$ cat src/design/lprd_pkg.sv
package lprd_pkg;

    localparam int FRAME_LIMIT = 4096;
    localparam int FRAME_W = $clog2(FRAME_LIMIT + 1);

    // result queue, room for the two results one word can cause
    localparam int QDEPTH = 4;
    localparam int QAW = $clog2(QDEPTH);

    localparam logic KIND_TOKEN = 1'b0;
    localparam logic KIND_VERDICT = 1'b1;

    localparam logic [1:0] ST_OK = 2'd0;
    localparam logic [1:0] ST_TOO_LONG = 2'd1;
    localparam logic [1:0] ST_MALFORMED = 2'd2;

    localparam logic [1:0] CMD_GET = 2'd0;
    localparam logic [1:0] CMD_SET = 2'd1;
    localparam logic [1:0] CMD_DEL = 2'd2;
    localparam logic [1:0] CMD_UNKNOWN = 2'd3;

    localparam logic [2:0] M_GET = 3'b001;
    localparam logic [2:0] M_SET = 3'b010;
    localparam logic [2:0] M_DEL = 3'b100;
    localparam logic [2:0] M_ALL = 3'b111;

    typedef struct packed {
        logic       item_kind;
        logic [7:0] token_byte;
        logic [9:0] token_index;
        logic       token_end;
        logic [1:0] status;
        logic [1:0] command;
        logic [9:0] token_count;
        logic       last;
    } result_t;

    typedef struct packed {
        logic [1:0] count;
        result_t    first;
        result_t    second;
    } push_t;

    // which command words have lower-case char c at position pos
    function automatic logic [2:0] match_mask(input logic [7:0] c, input logic [1:0] pos);
        logic [2:0] m;
        m = 3'b000;
        case (pos)
            2'd0:
            begin
                if (c == 8'h67) m = m | M_GET;
                if (c == 8'h73) m = m | M_SET;
                if (c == 8'h64) m = m | M_DEL;
            end
            2'd1:
            begin
                if (c == 8'h65) m = M_ALL;
            end
            2'd2:
            begin
                if (c == 8'h74) m = M_GET | M_SET;
                if (c == 8'h6C) m = M_DEL;
            end
            default:
            begin
                m = 3'b000;
            end
        endcase
        return m;
    endfunction

endpackage

$ cat src/design/lprd_core.sv
module lprd_core (
    input  logic                 clk,
    input  logic                 rst_n,
    input  logic                 take,
    input  logic [7:0]           data_byte,
    output lprd_pkg::push_t      push
);

    typedef enum logic [2:0] {
        PH_LEN,
        PH_COUNT,
        PH_TLEN,
        PH_TBYTES,
        PH_SKIP
    } phase_t;

    localparam int FW = lprd_pkg::FRAME_W;

    phase_t        phase_reg, phase_next;
    logic [1:0]    pos_reg, pos_next;
    logic [23:0]   shift_reg, shift_next;
    logic [FW-1:0] frame_left_reg, frame_left_next;
    logic [31:0]   tokens_left_reg, tokens_left_next;
    logic [FW-1:0] tbytes_left_reg, tbytes_left_next;
    logic [9:0]    tnum_reg, tnum_next;
    logic [1:0]    ftpos_reg, ftpos_next;
    logic [2:0]    ftmatch_reg, ftmatch_next;
    logic          halted_reg, halted_next;

    logic          done;
    logic [31:0]   v;
    logic [7:0]    c;
    logic          do_adv;
    logic          do_fail;
    logic          emit_tok;
    logic          tok_end;
    logic          emit_ver;
    logic [1:0]    ver_status;
    logic [1:0]    ver_cmd;
    lprd_pkg::result_t tok_res;
    lprd_pkg::result_t ver_res;

    always_comb
    begin
        phase_next = phase_reg;
        pos_next = pos_reg;
        shift_next = shift_reg;
        frame_left_next = frame_left_reg;
        tokens_left_next = tokens_left_reg;
        tbytes_left_next = tbytes_left_reg;
        tnum_next = tnum_reg;
        ftpos_next = ftpos_reg;
        ftmatch_next = ftmatch_reg;
        halted_next = halted_reg;
        do_adv = 1'b0;
        do_fail = 1'b0;
        emit_tok = 1'b0;
        tok_end = 1'b0;
        emit_ver = 1'b0;
        ver_status = lprd_pkg::ST_OK;
        ver_cmd = lprd_pkg::CMD_UNKNOWN;

        done = (pos_reg == 2'd3);
        v = {data_byte, shift_reg};
        c = (data_byte >= 8'h41 && data_byte <= 8'h5A) ? data_byte + 8'd32 : data_byte;

        if (take && !halted_reg)
        begin
            // little-endian field assembly, shared by every length field
            if (phase_reg != PH_TBYTES && phase_reg != PH_SKIP)
            begin
                pos_next = pos_reg + 2'd1;
                if (done)
                begin
                    shift_next = '0;
                end
                else
                begin
                    case (pos_reg)
                        2'd0: shift_next[7:0] = data_byte;
                        2'd1: shift_next[15:8] = data_byte;
                        default: shift_next[23:16] = data_byte;
                    endcase
                end
            end

            if (phase_reg == PH_LEN)
            begin
                if (done)
                begin
                    tnum_next = '0;
                    ftpos_next = '0;
                    ftmatch_next = lprd_pkg::M_ALL;
                    if (v > 32'(lprd_pkg::FRAME_LIMIT))
                    begin
                        emit_ver = 1'b1;
                        ver_status = lprd_pkg::ST_TOO_LONG;
                        halted_next = 1'b1;
                    end
                    else if (v == 32'd0)
                    begin
                        emit_ver = 1'b1;
                        ver_status = lprd_pkg::ST_MALFORMED;
                        halted_next = 1'b1;
                    end
                    else
                    begin
                        frame_left_next = v[FW-1:0];
                        phase_next = PH_COUNT;
                    end
                end
            end
            else
            begin
                if (frame_left_reg != '0)
                begin
                    frame_left_next = frame_left_reg - FW'(1);
                end
                unique case (phase_reg)
                    PH_COUNT:
                    begin
                        if (done)
                        begin
                            tokens_left_next = v;
                            do_adv = 1'b1;
                        end
                        else if (frame_left_next == '0)
                        begin
                            emit_ver = 1'b1;
                            ver_status = lprd_pkg::ST_MALFORMED;
                            halted_next = 1'b1;
                        end
                    end
                    PH_TLEN:
                    begin
                        if (done)
                        begin
                            if (v > 32'(frame_left_next))
                            begin
                                do_fail = 1'b1;
                            end
                            else if (v == 32'd0)
                            begin
                                if (tnum_reg == '0 && ftpos_reg != 2'd3)
                                begin
                                    ftmatch_next = '0;
                                end
                                tnum_next = tnum_reg + 10'd1;
                                tokens_left_next = tokens_left_reg - 32'd1;
                                do_adv = 1'b1;
                            end
                            else
                            begin
                                tbytes_left_next = v[FW-1:0];
                                phase_next = PH_TBYTES;
                            end
                        end
                        else if (frame_left_next == '0)
                        begin
                            emit_ver = 1'b1;
                            ver_status = lprd_pkg::ST_MALFORMED;
                            halted_next = 1'b1;
                        end
                    end
                    PH_TBYTES:
                    begin
                        if (tnum_reg == '0)
                        begin
                            if (ftpos_reg != 2'd3)
                            begin
                                ftmatch_next = ftmatch_reg & lprd_pkg::match_mask(c, ftpos_reg);
                                ftpos_next = ftpos_reg + 2'd1;
                            end
                            else
                            begin
                                ftmatch_next = '0;
                            end
                        end
                        if (tbytes_left_reg != '0)
                        begin
                            tbytes_left_next = tbytes_left_reg - FW'(1);
                        end
                        emit_tok = 1'b1;
                        tok_end = (tbytes_left_next == '0);
                        if (tok_end)
                        begin
                            // first token must be exactly three bytes
                            if (tnum_reg == '0 && ftpos_next != 2'd3)
                            begin
                                ftmatch_next = '0;
                            end
                            tnum_next = tnum_reg + 10'd1;
                            tokens_left_next = tokens_left_reg - 32'd1;
                            do_adv = 1'b1;
                        end
                    end
                    default:
                    begin
                        if (frame_left_next == '0)
                        begin
                            emit_ver = 1'b1;
                            ver_status = lprd_pkg::ST_MALFORMED;
                            halted_next = 1'b1;
                        end
                    end
                endcase
            end

            if (do_adv)
            begin
                if (tokens_left_next == 32'd0)
                begin
                    if (frame_left_next == '0)
                    begin
                        emit_ver = 1'b1;
                        ver_status = lprd_pkg::ST_OK;
                        phase_next = PH_LEN;
                        if (tnum_next == 10'd2 && ftmatch_next[0])
                        begin
                            ver_cmd = lprd_pkg::CMD_GET;
                        end
                        else if (tnum_next == 10'd2 && ftmatch_next[2])
                        begin
                            ver_cmd = lprd_pkg::CMD_DEL;
                        end
                        else if (tnum_next == 10'd3 && ftmatch_next[1])
                        begin
                            ver_cmd = lprd_pkg::CMD_SET;
                        end
                    end
                    else
                    begin
                        do_fail = 1'b1;
                    end
                end
                else if (frame_left_next == '0)
                begin
                    emit_ver = 1'b1;
                    ver_status = lprd_pkg::ST_MALFORMED;
                    halted_next = 1'b1;
                end
                else
                begin
                    phase_next = PH_TLEN;
                end
            end

            // bad frame: swallow the rest, verdict on its last word
            if (do_fail)
            begin
                if (frame_left_next == '0)
                begin
                    emit_ver = 1'b1;
                    ver_status = lprd_pkg::ST_MALFORMED;
                    halted_next = 1'b1;
                end
                else
                begin
                    phase_next = PH_SKIP;
                end
            end
        end
    end

    always_comb
    begin
        tok_res.item_kind = lprd_pkg::KIND_TOKEN;
        tok_res.token_byte = data_byte;
        tok_res.token_index = tnum_reg;
        tok_res.token_end = tok_end;
        tok_res.status = lprd_pkg::ST_OK;
        tok_res.command = lprd_pkg::CMD_GET;
        tok_res.token_count = '0;
        tok_res.last = !emit_ver;

        ver_res.item_kind = lprd_pkg::KIND_VERDICT;
        ver_res.token_byte = '0;
        ver_res.token_index = '0;
        ver_res.token_end = 1'b0;
        ver_res.status = ver_status;
        ver_res.command = ver_cmd;
        ver_res.token_count = tnum_next;
        ver_res.last = 1'b1;

        push.count = {1'b0, emit_tok} + {1'b0, emit_ver};
        push.first = emit_tok ? tok_res : ver_res;
        push.second = ver_res;
    end

    always_ff @(posedge clk or negedge rst_n)
    begin
        if (!rst_n)
        begin
            phase_reg <= PH_LEN;
            pos_reg <= '0;
            shift_reg <= '0;
            frame_left_reg <= '0;
            tokens_left_reg <= '0;
            tbytes_left_reg <= '0;
            tnum_reg <= '0;
            ftpos_reg <= '0;
            ftmatch_reg <= lprd_pkg::M_ALL;
            halted_reg <= 1'b0;
        end
        else
        begin
            phase_reg <= phase_next;
            pos_reg <= pos_next;
            shift_reg <= shift_next;
            frame_left_reg <= frame_left_next;
            tokens_left_reg <= tokens_left_next;
            tbytes_left_reg <= tbytes_left_next;
            tnum_reg <= tnum_next;
            ftpos_reg <= ftpos_next;
            ftmatch_reg <= ftmatch_next;
            halted_reg <= halted_next;
        end
    end

endmodule

$ cat src/design/lprd_queue.sv
module lprd_queue (
    input  logic                        clk,
    input  logic                        rst_n,
    input  lprd_pkg::push_t             push,
    input  logic                        pop,
    output lprd_pkg::result_t           head,
    output logic [lprd_pkg::QAW:0]      fill
);

    localparam int AW = lprd_pkg::QAW;

    lprd_pkg::result_t slot_reg [lprd_pkg::QDEPTH];
    logic [AW-1:0] rd_reg, rd_next;
    logic [AW-1:0] wr_reg, wr_next;
    logic [AW:0]   fill_reg, fill_next;
    logic [AW-1:0] wr_second;

    assign wr_second = wr_reg + AW'(1);

    always_comb
    begin
        wr_next = wr_reg + AW'(push.count);
        rd_next = pop ? rd_reg + AW'(1) : rd_reg;
        fill_next = fill_reg + (AW + 1)'(push.count) - (AW + 1)'(pop);
    end

    always_ff @(posedge clk)
    begin
        if (push.count != 2'd0)
        begin
            slot_reg[wr_reg] <= push.first;
        end
        if (push.count == 2'd2)
        begin
            slot_reg[wr_second] <= push.second;
        end
    end

    always_ff @(posedge clk or negedge rst_n)
    begin
        if (!rst_n)
        begin
            rd_reg <= '0;
            wr_reg <= '0;
            fill_reg <= '0;
        end
        else
        begin
            rd_reg <= rd_next;
            wr_reg <= wr_next;
            fill_reg <= fill_next;
        end
    end

    assign head = slot_reg[rd_reg];
    assign fill = fill_reg;

endmodule

$ cat src/design/length_prefixed_request_deframer.sv
// latency: results of an accepted word are offered in the next cycle when the queue
// is empty, later behind results already waiting
// throughput: one word per cycle; a word giving both a token byte and a verdict
// yields two results, popped one at a time; input stalls while more than two results wait
// four-entry result queue between the parse logic and the output port
// reset: asynchronous, active low; back to waiting for a frame length, queue empty
module length_prefixed_request_deframer (
    input  logic       clk,
    input  logic       rst_n,
    input  logic       byte_valid,
    output logic       byte_stall,
    input  logic [7:0] data_byte,
    output logic       result_valid,
    input  logic       result_stall,
    output logic       item_kind,
    output logic [7:0] token_byte,
    output logic [9:0] token_index,
    output logic       token_end,
    output logic [1:0] status,
    output logic [1:0] command,
    output logic [9:0] token_count,
    output logic       last
);

    lprd_pkg::push_t           push;
    lprd_pkg::result_t         head;
    logic [lprd_pkg::QAW:0]    fill;
    logic                      take;
    logic                      pop;

    // keep room for two results so the results of every taken word fit
    assign byte_stall = (fill > (lprd_pkg::QAW + 1)'(lprd_pkg::QDEPTH - 2));
    assign take = byte_valid && !byte_stall;
    assign result_valid = (fill != '0);
    assign pop = result_valid && !result_stall;

    lprd_core u_core (
        .clk       (clk),
        .rst_n     (rst_n),
        .take      (take),
        .data_byte (data_byte),
        .push      (push)
    );

    lprd_queue u_queue (
        .clk   (clk),
        .rst_n (rst_n),
        .push  (push),
        .pop   (pop),
        .head  (head),
        .fill  (fill)
    );

    assign item_kind = head.item_kind;
    assign token_byte = head.token_byte;
    assign token_index = head.token_index;
    assign token_end = head.token_end;
    assign status = head.status;
    assign command = head.command;
    assign token_count = head.token_count;
    assign last = head.last;

    a_fill_bound: assert property (@(posedge clk) disable iff (!rst_n)
        fill <= (lprd_pkg::QAW + 1)'(lprd_pkg::QDEPTH))
        else $error("result queue overflow");

    a_no_push_when_stalled: assert property (@(posedge clk) disable iff (!rst_n)
        byte_stall |-> push.count == 2'd0)
        else $error("results pushed without an accepted word");

    a_too_long_fields: assert property (@(posedge clk) disable iff (!rst_n)
        (result_valid && item_kind == lprd_pkg::KIND_VERDICT
            && status == lprd_pkg::ST_TOO_LONG)
        |-> (token_count == 10'd0 && command == lprd_pkg::CMD_UNKNOWN && last))
        else $error("bad too-long verdict");

    a_pair_order: assert property (@(posedge clk) disable iff (!rst_n)
        (result_valid && !last) |-> (item_kind == lprd_pkg::KIND_TOKEN && token_end))
        else $error("non-final result must be a token's last byte");

endmodule
$ cat config.mk
export PLATFORM = sky130hd
export DESIGN_NAME = length_prefixed_request_deframer
export DESIGN_NICKNAME = d
export VERILOG_FILES = /design/src/design/lprd_pkg.sv /design/src/design/lprd_core.sv /design/src/design/lprd_queue.sv /design/src/design/length_prefixed_request_deframer.sv
export SDC_FILE = /design/constraint.sdc
export NUM_CORES = 1
export LEC_CHECK = 0
export BUFFER_PORTS_ARGS = -buffer_cell sky130_fd_sc_hd__buf_2
export CAP_MARGIN = 0
export CORE_ASPECT_RATIO = 1.25
export CORE_UTILIZATION = 40
export DETAILED_ROUTE_END_ITERATION = 7
export GPL_ROUTABILITY_DRIVEN = 0
export PLACE_DENSITY = 0.6
export SETUP_SLACK_MARGIN = 0.02
export SLEW_MARGIN = 20
export SYNTH_ARGS = -nofsm -noshare
export SYNTH_HDL_FRONTEND = slang
export SYNTH_SLANG_ARGS = --single-unit
export TNS_END_PERCENT = 30
$ cat constraint.sdc
create_clock -name clk -period 13.9 [get_ports clk]
set_input_delay 0.695 -clock clk [delete_from_list [all_inputs] [get_ports clk]]
set_output_delay 0.695 -clock clk [all_outputs]
set_load 0.05 [all_outputs]
; Yosys cells after proc, flatten, opt, wreduce, memory -nomap -nowiden
; Memories as Yosys holds them, arrays and structs flattened.
; Cells that the tools add are included.
[classes]
addsub = 13
n_lt_le_gt_ge = 5
n_eq_ne = 25
n_mux = 155
bitwise_logic = 2
reduce_logical = 39
[op_table]
columns = op, n
row1 = $mux W32, 7
row2 = $mux W13, 15
row3 = $mux W3, 33
row4 = $pmux W32 S3, 1
row5 = $mux W10, 8
row6 = $logic_not A32 Y1, 2
row7 = $mux W2, 30
row8 = $eq A8 B7 Y1 const B, 6
row9 = $mux W1, 47
row10 = $logic_not A13 Y1, 3
row11 = $mux W35, 1
row12 = $gt A32 B13 Y1, 1
row13 = $gt A32 B13 Y1 const B, 1
row14 = $mux W8, 4
row15 = $sub A32 B1 Y32 const B, 1
row16 = $pmux W13 S2, 1
row17 = $reduce_bool A13 Y1, 2
row18 = $sub A13 B1 Y13 const B, 2
row19 = $mux W24, 1
row20 = $eq A10 B2 Y1 const B, 2
row21 = $pmux W10 S2, 1
row22 = $reduce_and A3 Y1, 4
row23 = $add A10 B1 Y10 const B, 1
row24 = $logic_and A1 B1 Y1, 10
row25 = 33 further kinds, 55
[totals]
register_bits = 110
ram_bits = 140
inputBits = 12
elab_cells = 255
mem_count = 1
[mem_list]
columns = memory, words, width, read_ports, rd_ports_with_merged_regs, write_ports, line
row1 = u_queue.slot_reg, 4, 35, 1, 0, 2, lprd_queue.sv:12  ; lprd_pkg::result_t slot_reg [lprd_pkg::QDEPTH];

; Depth between registers and ports, before layout
; Gate-level depths: netlist of the first run.
[depth]
ltp_word = 30
depth_mapped = 30

; Modules after synthesis
; Synthesis of the first run repeated with hierarchy kept, for this count alone.
[hier_totals]
hier_cells = 1602
area_unflattened_um2 = 16442.0
[modules_own_cells]
columns = mod, instances, cells_per_inst, area_per_inst_um2
row1 = lprd_core, 1, 1222, 9247.6
row2 = lprd_queue, 1, 375, 7153.1
row3 = length_prefixed_request_deframer, 1, 5, 41.3

; Worst setup path before layout of the first run
; No wires, ideal clock.
[synth_path]
path_type = reg-to-reg
from = reg u_core.frame_left_reg[0]
to = mem u_queue.slot_reg[3][10] (netlist bit), data pin
arrival_time_ns = 6.227
required_ns = 13.759
slack_ns = 7.532
stages_incl_launch_ff = 31
n_path_buf = 4
period_less_slack_ns = 6.368
cell_sequence = dfrtp_1 inv_1 ha_1 or4b_2 o311ai_0 or2_2 buf_2 nor3_1 xnor2_1 ha_1 and4_1 a211oi_1 o21ai_1 nor3_2 o211a_1 a21oi_1 buf_2 o21ai_2 nor2_1 nor2_1 nor2_1 nor2_1 ha_1 clkbuf_1 nor2_1 a21oi_1 nand2_1 inv_1 o21ai_1 buf_4 nor2_1
[synth_lines]
columns = item, line
row1 = from (decl), lprd_core.sv:22  ; logic [FW-1:0] frame_left_reg, frame_left_next;
row2 = from (signal assigned), lprd_core.sv:310  ; frame_left_reg <= frame_left_next;
row3 = to (decl), lprd_queue.sv:12

==> flow_summary_export.csv, run 1 <==
group,metric,value,unit
sta,fin_ws,5.203,ns
setup_path,crit_path_start,"u_core.frame_left_reg[0]",
clock_tree,hold_buffers,0,
pwr,p_leak,6.582,nW
clock_tree,cts-root-buf,"clkbuf_16",
routing,wl_met3,3008,um
clock_tree,clock_path_buffers,3,
floorplanning,die_x,176.5,um
routing,top_layer,"met4",
grt,globalRouteOverflowTotal,0,
grt,grtUsageTotal,24.94,%
grt,grt_pass1_wl,75470,um
sta,fin_setup_tns,0,ns
logic_synthesis,netlist_area,15220,um2
sta,finalCritPeriodShare,62.57,%
setup_path,slowest_stage,"o311ai_1",
routing,wl_met1,20030,um
logic_synthesis,async_flop_share,44.00,%
clock_tree,clk_latency,0.58,ns
placed_design,place_area,15700,um2
logic_synthesis,netlist_instances,1667,
clock_tree,cts_resized,0,
floorplanning,io_pins,49,
sta,fmax,115.0,MHz
clock_tree,cts.sinks,250,
logic_synthesis,synthFlopType,"dfrtp_1",
worst_hold_path,hp-class,"input pin to asynchronous set/reset pin",
cells_and_area,layout_commonest_cell,"nor2_1",
pwr,ir_drop,0.1106,mV
grt,antenna_found_initial,0,
sta,relSlewSlack,34.51,%
cells_and_area,n_fill_cell,3624,
pwr,power,3.127,mW
setup_path,cp-start-kind,"register",
setup_path,worstPathMaxFanout,20,
logic_synthesis,yosysSeqAreaShare,40.21,%
sta,tightest_slew,0.9780,ns
cells_and_area,largest_register_ffs,140,
setup_path,path_common_cell,"nor2_1",
job,cap_violations,0,
logic_synthesis,synth_edf_count,56,
clock_tree,clkTransAtPathRegs,0.06,ns
setup_path,crit_arrival,9.09,ns
cells_and_area,antenna_cells,0,
sta,rsz0062_at_grt,"no",
floorplanning,core_area,37360,um2
sta,finalSetupViolCount,0,
setup_path,r2r-start,"u_core.frame_left_reg[0]",
logic_synthesis,synth.distinct_cells,100,
sta,final_max_slew_viol_count,0,
clock_tree,cts_max_level,1,
setup_path,critical_path_required,14.29,ns
sta,final.min_clock_period,8.697,ns
placed_design,io_buffers,48,
pwr,power_density,187.7,nW/um2
placed_design,pre_cts_ws,5.125,ns
logic_synthesis,yosys_warnings,0,
cells_and_area,syn_to_final_growth,9.479,%
placed_design,dp_hpwl,33050,um
clock_tree,post_cts_buffers,0,
setup_path,slowest_delay,0.73,ns
routing,ant_nets,0,
grt,grt_start_max_net_pins,62,
cells_and_area,drive_gt1_share,14.15,%
cells_and_area,multi_input_area,8325,um2
setup_path,critPathCaptureType,"register",
routing,vias,13420,
outcome,status,"finished clean",
floorplanning,rows,79,
floorplanning,die-area,38840,um2
cells_and_area,stdcell_area,16660,um2
logic_synthesis,synth_area_per_cell,9.130,um2
routing,wl_per_cell,22.54,um
setup_path,critical_path_class,"register to register",
routing,drtIter0Drc,1188,
routing,wl_met2,22960,um
routing,finalWirelength,48230,um
cells_and_area,layout_common_cells,"188 x nor2_1, 147 x nand2_1, 111 x a21oi_1, 106 x o21ai_0, 106 x dfrtp_1",
clock_tree,cts_tree,"done",
floorplanning,initial_core_util,40.73,%
floorplanning,die_h,220.1,um
grt,grt_pass1_vias,12950,
routing,firstDrtPassIters,5,
logic_synthesis,syn_nets,1710,
sta,skew,0.01954,ns
logic_synthesis,ys_ff_latch,250,
cells_and_area,register_area,6121,um2
cells_and_area,nNetsFinal,1676,
routing,drt-vias-per-instance,6.269,
routing,drc,0,
clock_tree,cts_buffers,28,
sta,finalHoldViolCount,0,
[worst max-delay path, delay by kind of cell (launching register included)]
family / cells / cell delay, ns
flops: 1 / 0.42
fa+ha+maj: 3 / 0.90
buf+inv: 3 / 1.04
simple gates: 10 / 2.78
xor+xnor: 1 / 0.34
compound gates: 9 / 3.01
[through the flow]
stage	cells	utilization, %	hold slack, ns
2_1_floorplan	1667	-	0.3994
3_3_place_gp	2089	42.01	0.4297
3_5_place_dp	2089	42.01	0.4393
4_1_cts	2140	44.59	0.1546
5_1_grt	2140	44.60	0.1830
6_report	2140	44.60	0.1485
[cell usage after synthesis (31+ instances only)]
| library cell | instances | share of area [%] |
|---|---|---|
| a21oi_1 | 111 | 3.7 |
| inv_1 | 52 | 1.3 |
| nor2_1 | 190 | 4.7 |
| o21ai_0 | 106 | 3.5 |
| nor3_1 | 63 | 2.1 |
| dfrtp_1 | 107 | 18 |
| xnor2_1 | 31 | 1.8 |
| dfxtp_1 | 84 | 11 |
| clkbuf_1 | 101 | 2.5 |
| edfxtp_1 | 56 | 11 |
| a22o_1 | 72 | 4.1 |
| mux4_2 | 35 | 5.2 |
| nand2_1 | 147 | 3.6 |
[where the power goes]
group          switching, mW  leakage [nW]  internal [mW]
registers              0.204          2.58          0.871
clock network          0.324         0.462          0.451
logic                  0.810          3.54          0.467
[cell families after synthesis]
| family | synth area share [%] |
|---|---|
| simple gates | 18.74 |
| compound gates | 21.89 |
| flops | 40.21 |
| buf+inv | 5.270 |
| mux | 9.158 |
| xor+xnor | 2.129 |
| fa+ha+maj | 2.598 |
[path summary, 6_finish.rpt]
path / end / slack [ns] / cells past startpoint
worst max-delay path: u_queue.slot_reg[3][14] / 5.20 / 26
worst min-delay path: u_core.frame_left_reg[10] / 0.15 / 1
worst max register to register: u_queue.slot_reg[3][14] / 5.20 / 26
worst min register to register: u_queue.slot_reg[1][34] / 0.44 / 2
max in group asynchronous: u_queue.rd_reg[0] / 12.33 / 2
min in group clk: u_core.halted_reg / 0.44 / 3
[layout make-up]
cell class                      count  share of cell area (%)
Clock buffer                       39                   4.896
Tap cell                          486                   3.649
Sequential cell                   250                   36.74
Multi-Input combinational cell   1225                   49.97
Timing Repair Buffer               75                   2.673
Clock inverter                     12                  0.8861
Inverter                           53                   1.194
[metal layers]
| layer | track usage (%) | up-vias |
|---|---|---|
| met4 | 12.16 | 0 |
| met1 | 32.08 | 6628 |
| li1 | - | 6103 |
| met3 | 3.192 | 143 |
| met5 | 0 | - |
| met2 | 41.29 | 541 |
(Power assumes the default switching activity.)
==> run 2: changes to the inputs <==
--- a/config.mk
+++ b/config.mk
@@ -5,13 +5,14 @@
 export SDC_FILE = /design/constraint.sdc
 export NUM_CORES = 1
 export LEC_CHECK = 0
+export ABC_AREA = 1
 export BUFFER_PORTS_ARGS = -buffer_cell sky130_fd_sc_hd__buf_2
 export CAP_MARGIN = 0
 export CORE_ASPECT_RATIO = 1.25
 export CORE_UTILIZATION = 40
 export DETAILED_ROUTE_END_ITERATION = 7
 export GPL_ROUTABILITY_DRIVEN = 0
-export PLACE_DENSITY = 0.6
+export PLACE_DENSITY = 0.62
 export SETUP_SLACK_MARGIN = 0.02
 export SLEW_MARGIN = 20
 export SYNTH_ARGS = -nofsm -noshare
==> constraint.sdc (replaced) <==
create_clock -name clk -period 7.2 [get_ports clk]
set_input_delay 0.36 -clock clk [delete_from_list [all_inputs] [get_ports clk]]
set_output_delay 0.36 -clock clk [all_outputs]
set_load 0.05 [all_outputs]
==> run 2 against run 1 <==
Net effect: design area rose by 6.1%; count of clock-buffer cells in the layout fell by 7; critical endpoint is now u_queue.slot_reg[1][16]; setup slack got worse by 4.2 ns; critical path depth rose by 9; fmax rose by 40%; clock power rose by 82%.
==> flow_summary_export.csv, run 2 <==
group,metric,value,unit
outcome,status,"finished clean",
setup_path,critical_path_class,"register to register",
logic_synthesis,yosysSeqAreaShare,37.72,%
routing,vias,16260,
pwr,ir_drop,0.2410,mV
logic_synthesis,netlist_instances,2422,
setup_path,slowest_stage,"clkinv_1",
sta,fin_ws,0.9897,ns
placed_design,pre_cts_ws,0.9091,ns
routing,drt-vias-per-instance,5.543,
sta,relSlewSlack,27.52,%
sta,fin_setup_tns,0,ns
job,cap_violations,0,
sta,finalSetupViolCount,0,
logic_synthesis,yosysTopAreaCellShare,16.51,%
floorplanning,io_pins,49,
cells_and_area,nNetsFinal,2446,
clock_tree,clkTransAtPathRegs,0.06,ns
grt,antenna_found_initial,5,
sta,final.min_clock_period,6.210,ns
setup_path,r2r-start,"u_core.frame_left_reg[1]",
cells_and_area,syn_to_final_growth,8.993,%
setup_path,r2r_end,"u_queue.slot_reg[1][16]",
placed_design,io_buffers,48,
logic_synthesis,yosys_warnings,0,
routing,drc,0,
sta,fmax,161.0,MHz
logic_synthesis,synth_top_area_cell,"dfrtp_1",
routing,ant_nets,0,
setup_path,worstPathMaxFanout,21,
clock_tree,cts_max_level,1,
sta,final_max_slew_viol_count,0,
routing,drtIter0Drc,1193,
sta,rsz0062_at_grt,"no",
setup_path,path_common_cell,"nand2_1",
logic_synthesis,synth_area_per_cell,6.698,um2
routing,finalWirelength,51820,um
setup_path,critPathCapture,"u_queue.slot_reg[1][16]",
logic_synthesis,synth_edf_count,56,
logic_synthesis,async_flop_share,44.00,%
setup_path,crit_arrival,6.62,ns
clock_tree,cts_tree,"done",
sta,finalHoldViolCount,0,
clock_tree,cts_buffers,27,
sta,skew,0.02560,ns
cells_and_area,largest_register_ffs,140,
setup_path,cp-start-kind,"register",
cells_and_area,stdcell_area,17680,um2
clock_tree,clock_path_buffers,3,
cells_and_area,drive_gt1_share,6.683,%
floorplanning,initial_core_util,40.54,%
logic_synthesis,synth.distinct_cells,51,
clock_tree,cts-root-buf,"clkbuf_16",
grt,globalRouteOverflowTotal,0,
clock_tree,post_cts_buffers,0,
setup_path,reg2reg_depth,35,
logic_synthesis,ys_ff_latch,250,
floorplanning,die-area,41370,um2
floorplanning,core_area,40010,um2
routing,wl_per_cell,17.67,um
setup_path,worst-r2r-setup-slack,0.99,ns
sta,tightest_slew,1.083,ns
setup_path,slowest_delay,0.59,ns
worst_hold_path,hp-class,"input pin to register",
pwr,power_density,225.8,nW/um2
routing,firstDrtPassIters,5,
floorplanning,die_x,182.1,um
cells_and_area,layout_commonest_cell,"nand2_1",
logic_synthesis,netlist_area,16220,um2
setup_path,crit_path_start,"u_core.frame_left_reg[1]",
floorplanning,rows,82,
pwr,p_leak,7.334,nW
logic_synthesis,yosysMostFrequentCell,"nand2_1",
clock_tree,cts.sinks,250,
setup_path,critical_path_required,7.61,ns
logic_synthesis,syn_nets,2465,
sta,finalCritPeriodShare,86.25,%
logic_synthesis,synth_common_cells,"591 x nand2_1, 360 x nor2_1, 323 x o21ai_0",
floorplanning,die_h,227.2,um
placed_design,place_area,16770,um2
placed_design,dp_hpwl,35200,um
logic_synthesis,netlist_top_cells_area,"dfrtp_1 17%, nand2_1 14%, dfxtp_1 10%",
cells_and_area,layout_common_cells,"591 x nand2_1, 357 x nor2_1, 323 x o21ai_0, 235 x inv_1, 152 x nand3_1",
grt,grtUsageTotal,24.88,%
grt,grt_start_max_net_pins,101,
setup_path,critPathCaptureType,"register",
grt,grt_pass1_wl,82010,um
logic_synthesis,synthFlopType,"dfrtp_1",
grt,grt_pass1_vias,15340,
clock_tree,clk_latency,0.57,ns
==> run 2: cell count changes after synthesis, moves of 72 or more <==
cell | before | now
nand4_1 | 14 | 88
inv_1 | 52 | 236
a22o_1 | 72 | 0
nand3_1 | 17 | 152
o21ai_0 | 106 | 323
nand2_1 | 147 | 591
nor2_1 | 190 | 360
==> run 2: per-stage QoR <==
stage / util [%] / std cells / hold slack (ns) / power (mW)
2_1_floorplan: - / 2422 / 0.06441 / 2.334
5_1_grt: 44.19 / 2933 / 0.1299 / 4.154
3_3_place_gp: 41.91 / 2877 / 0.4021 / 2.613
3_5_place_dp: 41.91 / 2877 / 0.4060 / 2.623
6_report: 44.19 / 2933 / 0.1180 / 3.993
4_1_cts: 44.15 / 2928 / 0.1012 / 4.032
==> run 2: power breakdown <==
part	leakage [nW]	switching, mW	internal (mW)
logic	4.78	0.886	0.239
clock network	0.427	0.618	0.790
registers	2.13	0.00743	1.45
==> run 2: timing repair <==
item / CTS / global route
gates resized for setup: 0 / 0
endpoints found under the hold margin: 43 / 0
hold buffers: 1 / 0
==> run 2: layout make-up <==
cell class / count / area (um2)
clock buffer: 32 / 714.4
sequential: 250 / 6121
inverter: 249 / 934.6
antenna: 5 / 12.51
timing repair buffer: 72 / 425.4
fill: 4103 / 22330
multi-input combinational: 1803 / 8670
clock inverter: 18 / 172.7
tap: 504 / 630.6
==> run 2: kinds of logic after synthesis <==
| group | synth area share (%) |
|---|---|
| multiplexers | 0.1388 |
| AND/OR/NAND/NOR | 33.34 |
| buffers and inverters | 8.924 |
| AO/OA/AOI/OAI | 14.95 |
| XOR/XNOR | 2.484 |
| adder cells (fa/ha/maj) | 2.437 |
| flip-flops | 37.72 |
==> run 2: critical path, delay by kind of cell (launching register included) <==
family                   cells  cell delay, ns
AO/OA/AOI/OAI                4            0.82
XOR/XNOR                     1            0.24
adder cells (fa/ha/maj)      3            0.71
buffers and inverters        6            1.31
flip-flops                   1            0.42
AND/OR/NAND/NOR             21            2.57
==> run 2: routing by layer <==
metal	share of wire (%)	up-vias	global-route usage, %
li1	-	7939	-
met1	41	7606	30.18
met2	49	586	43.97
met3	5.8	127	2.496
met4	4.1	0	12.44
met5	0	-	0
==> run 2: worst min path at each step <==
stage / startpoint / slack, ns / to / cells after the start
finish: result_stall / 0.12 / u_queue.rd_reg[1] / 4
global route: result_stall / 0.13 / u_queue.rd_reg[0] / 3
CTS: result_stall / 0.10 / u_queue.rd_reg[0] / 3
detailed placement: rst_n / 0.41 / u_core.frame_left_reg[10] / 1
global placement: rst_n / 0.40 / u_core.frame_left_reg[6] / 1
floorplan: rst_n / 0.06 / u_core.frame_left_reg[0] / 0
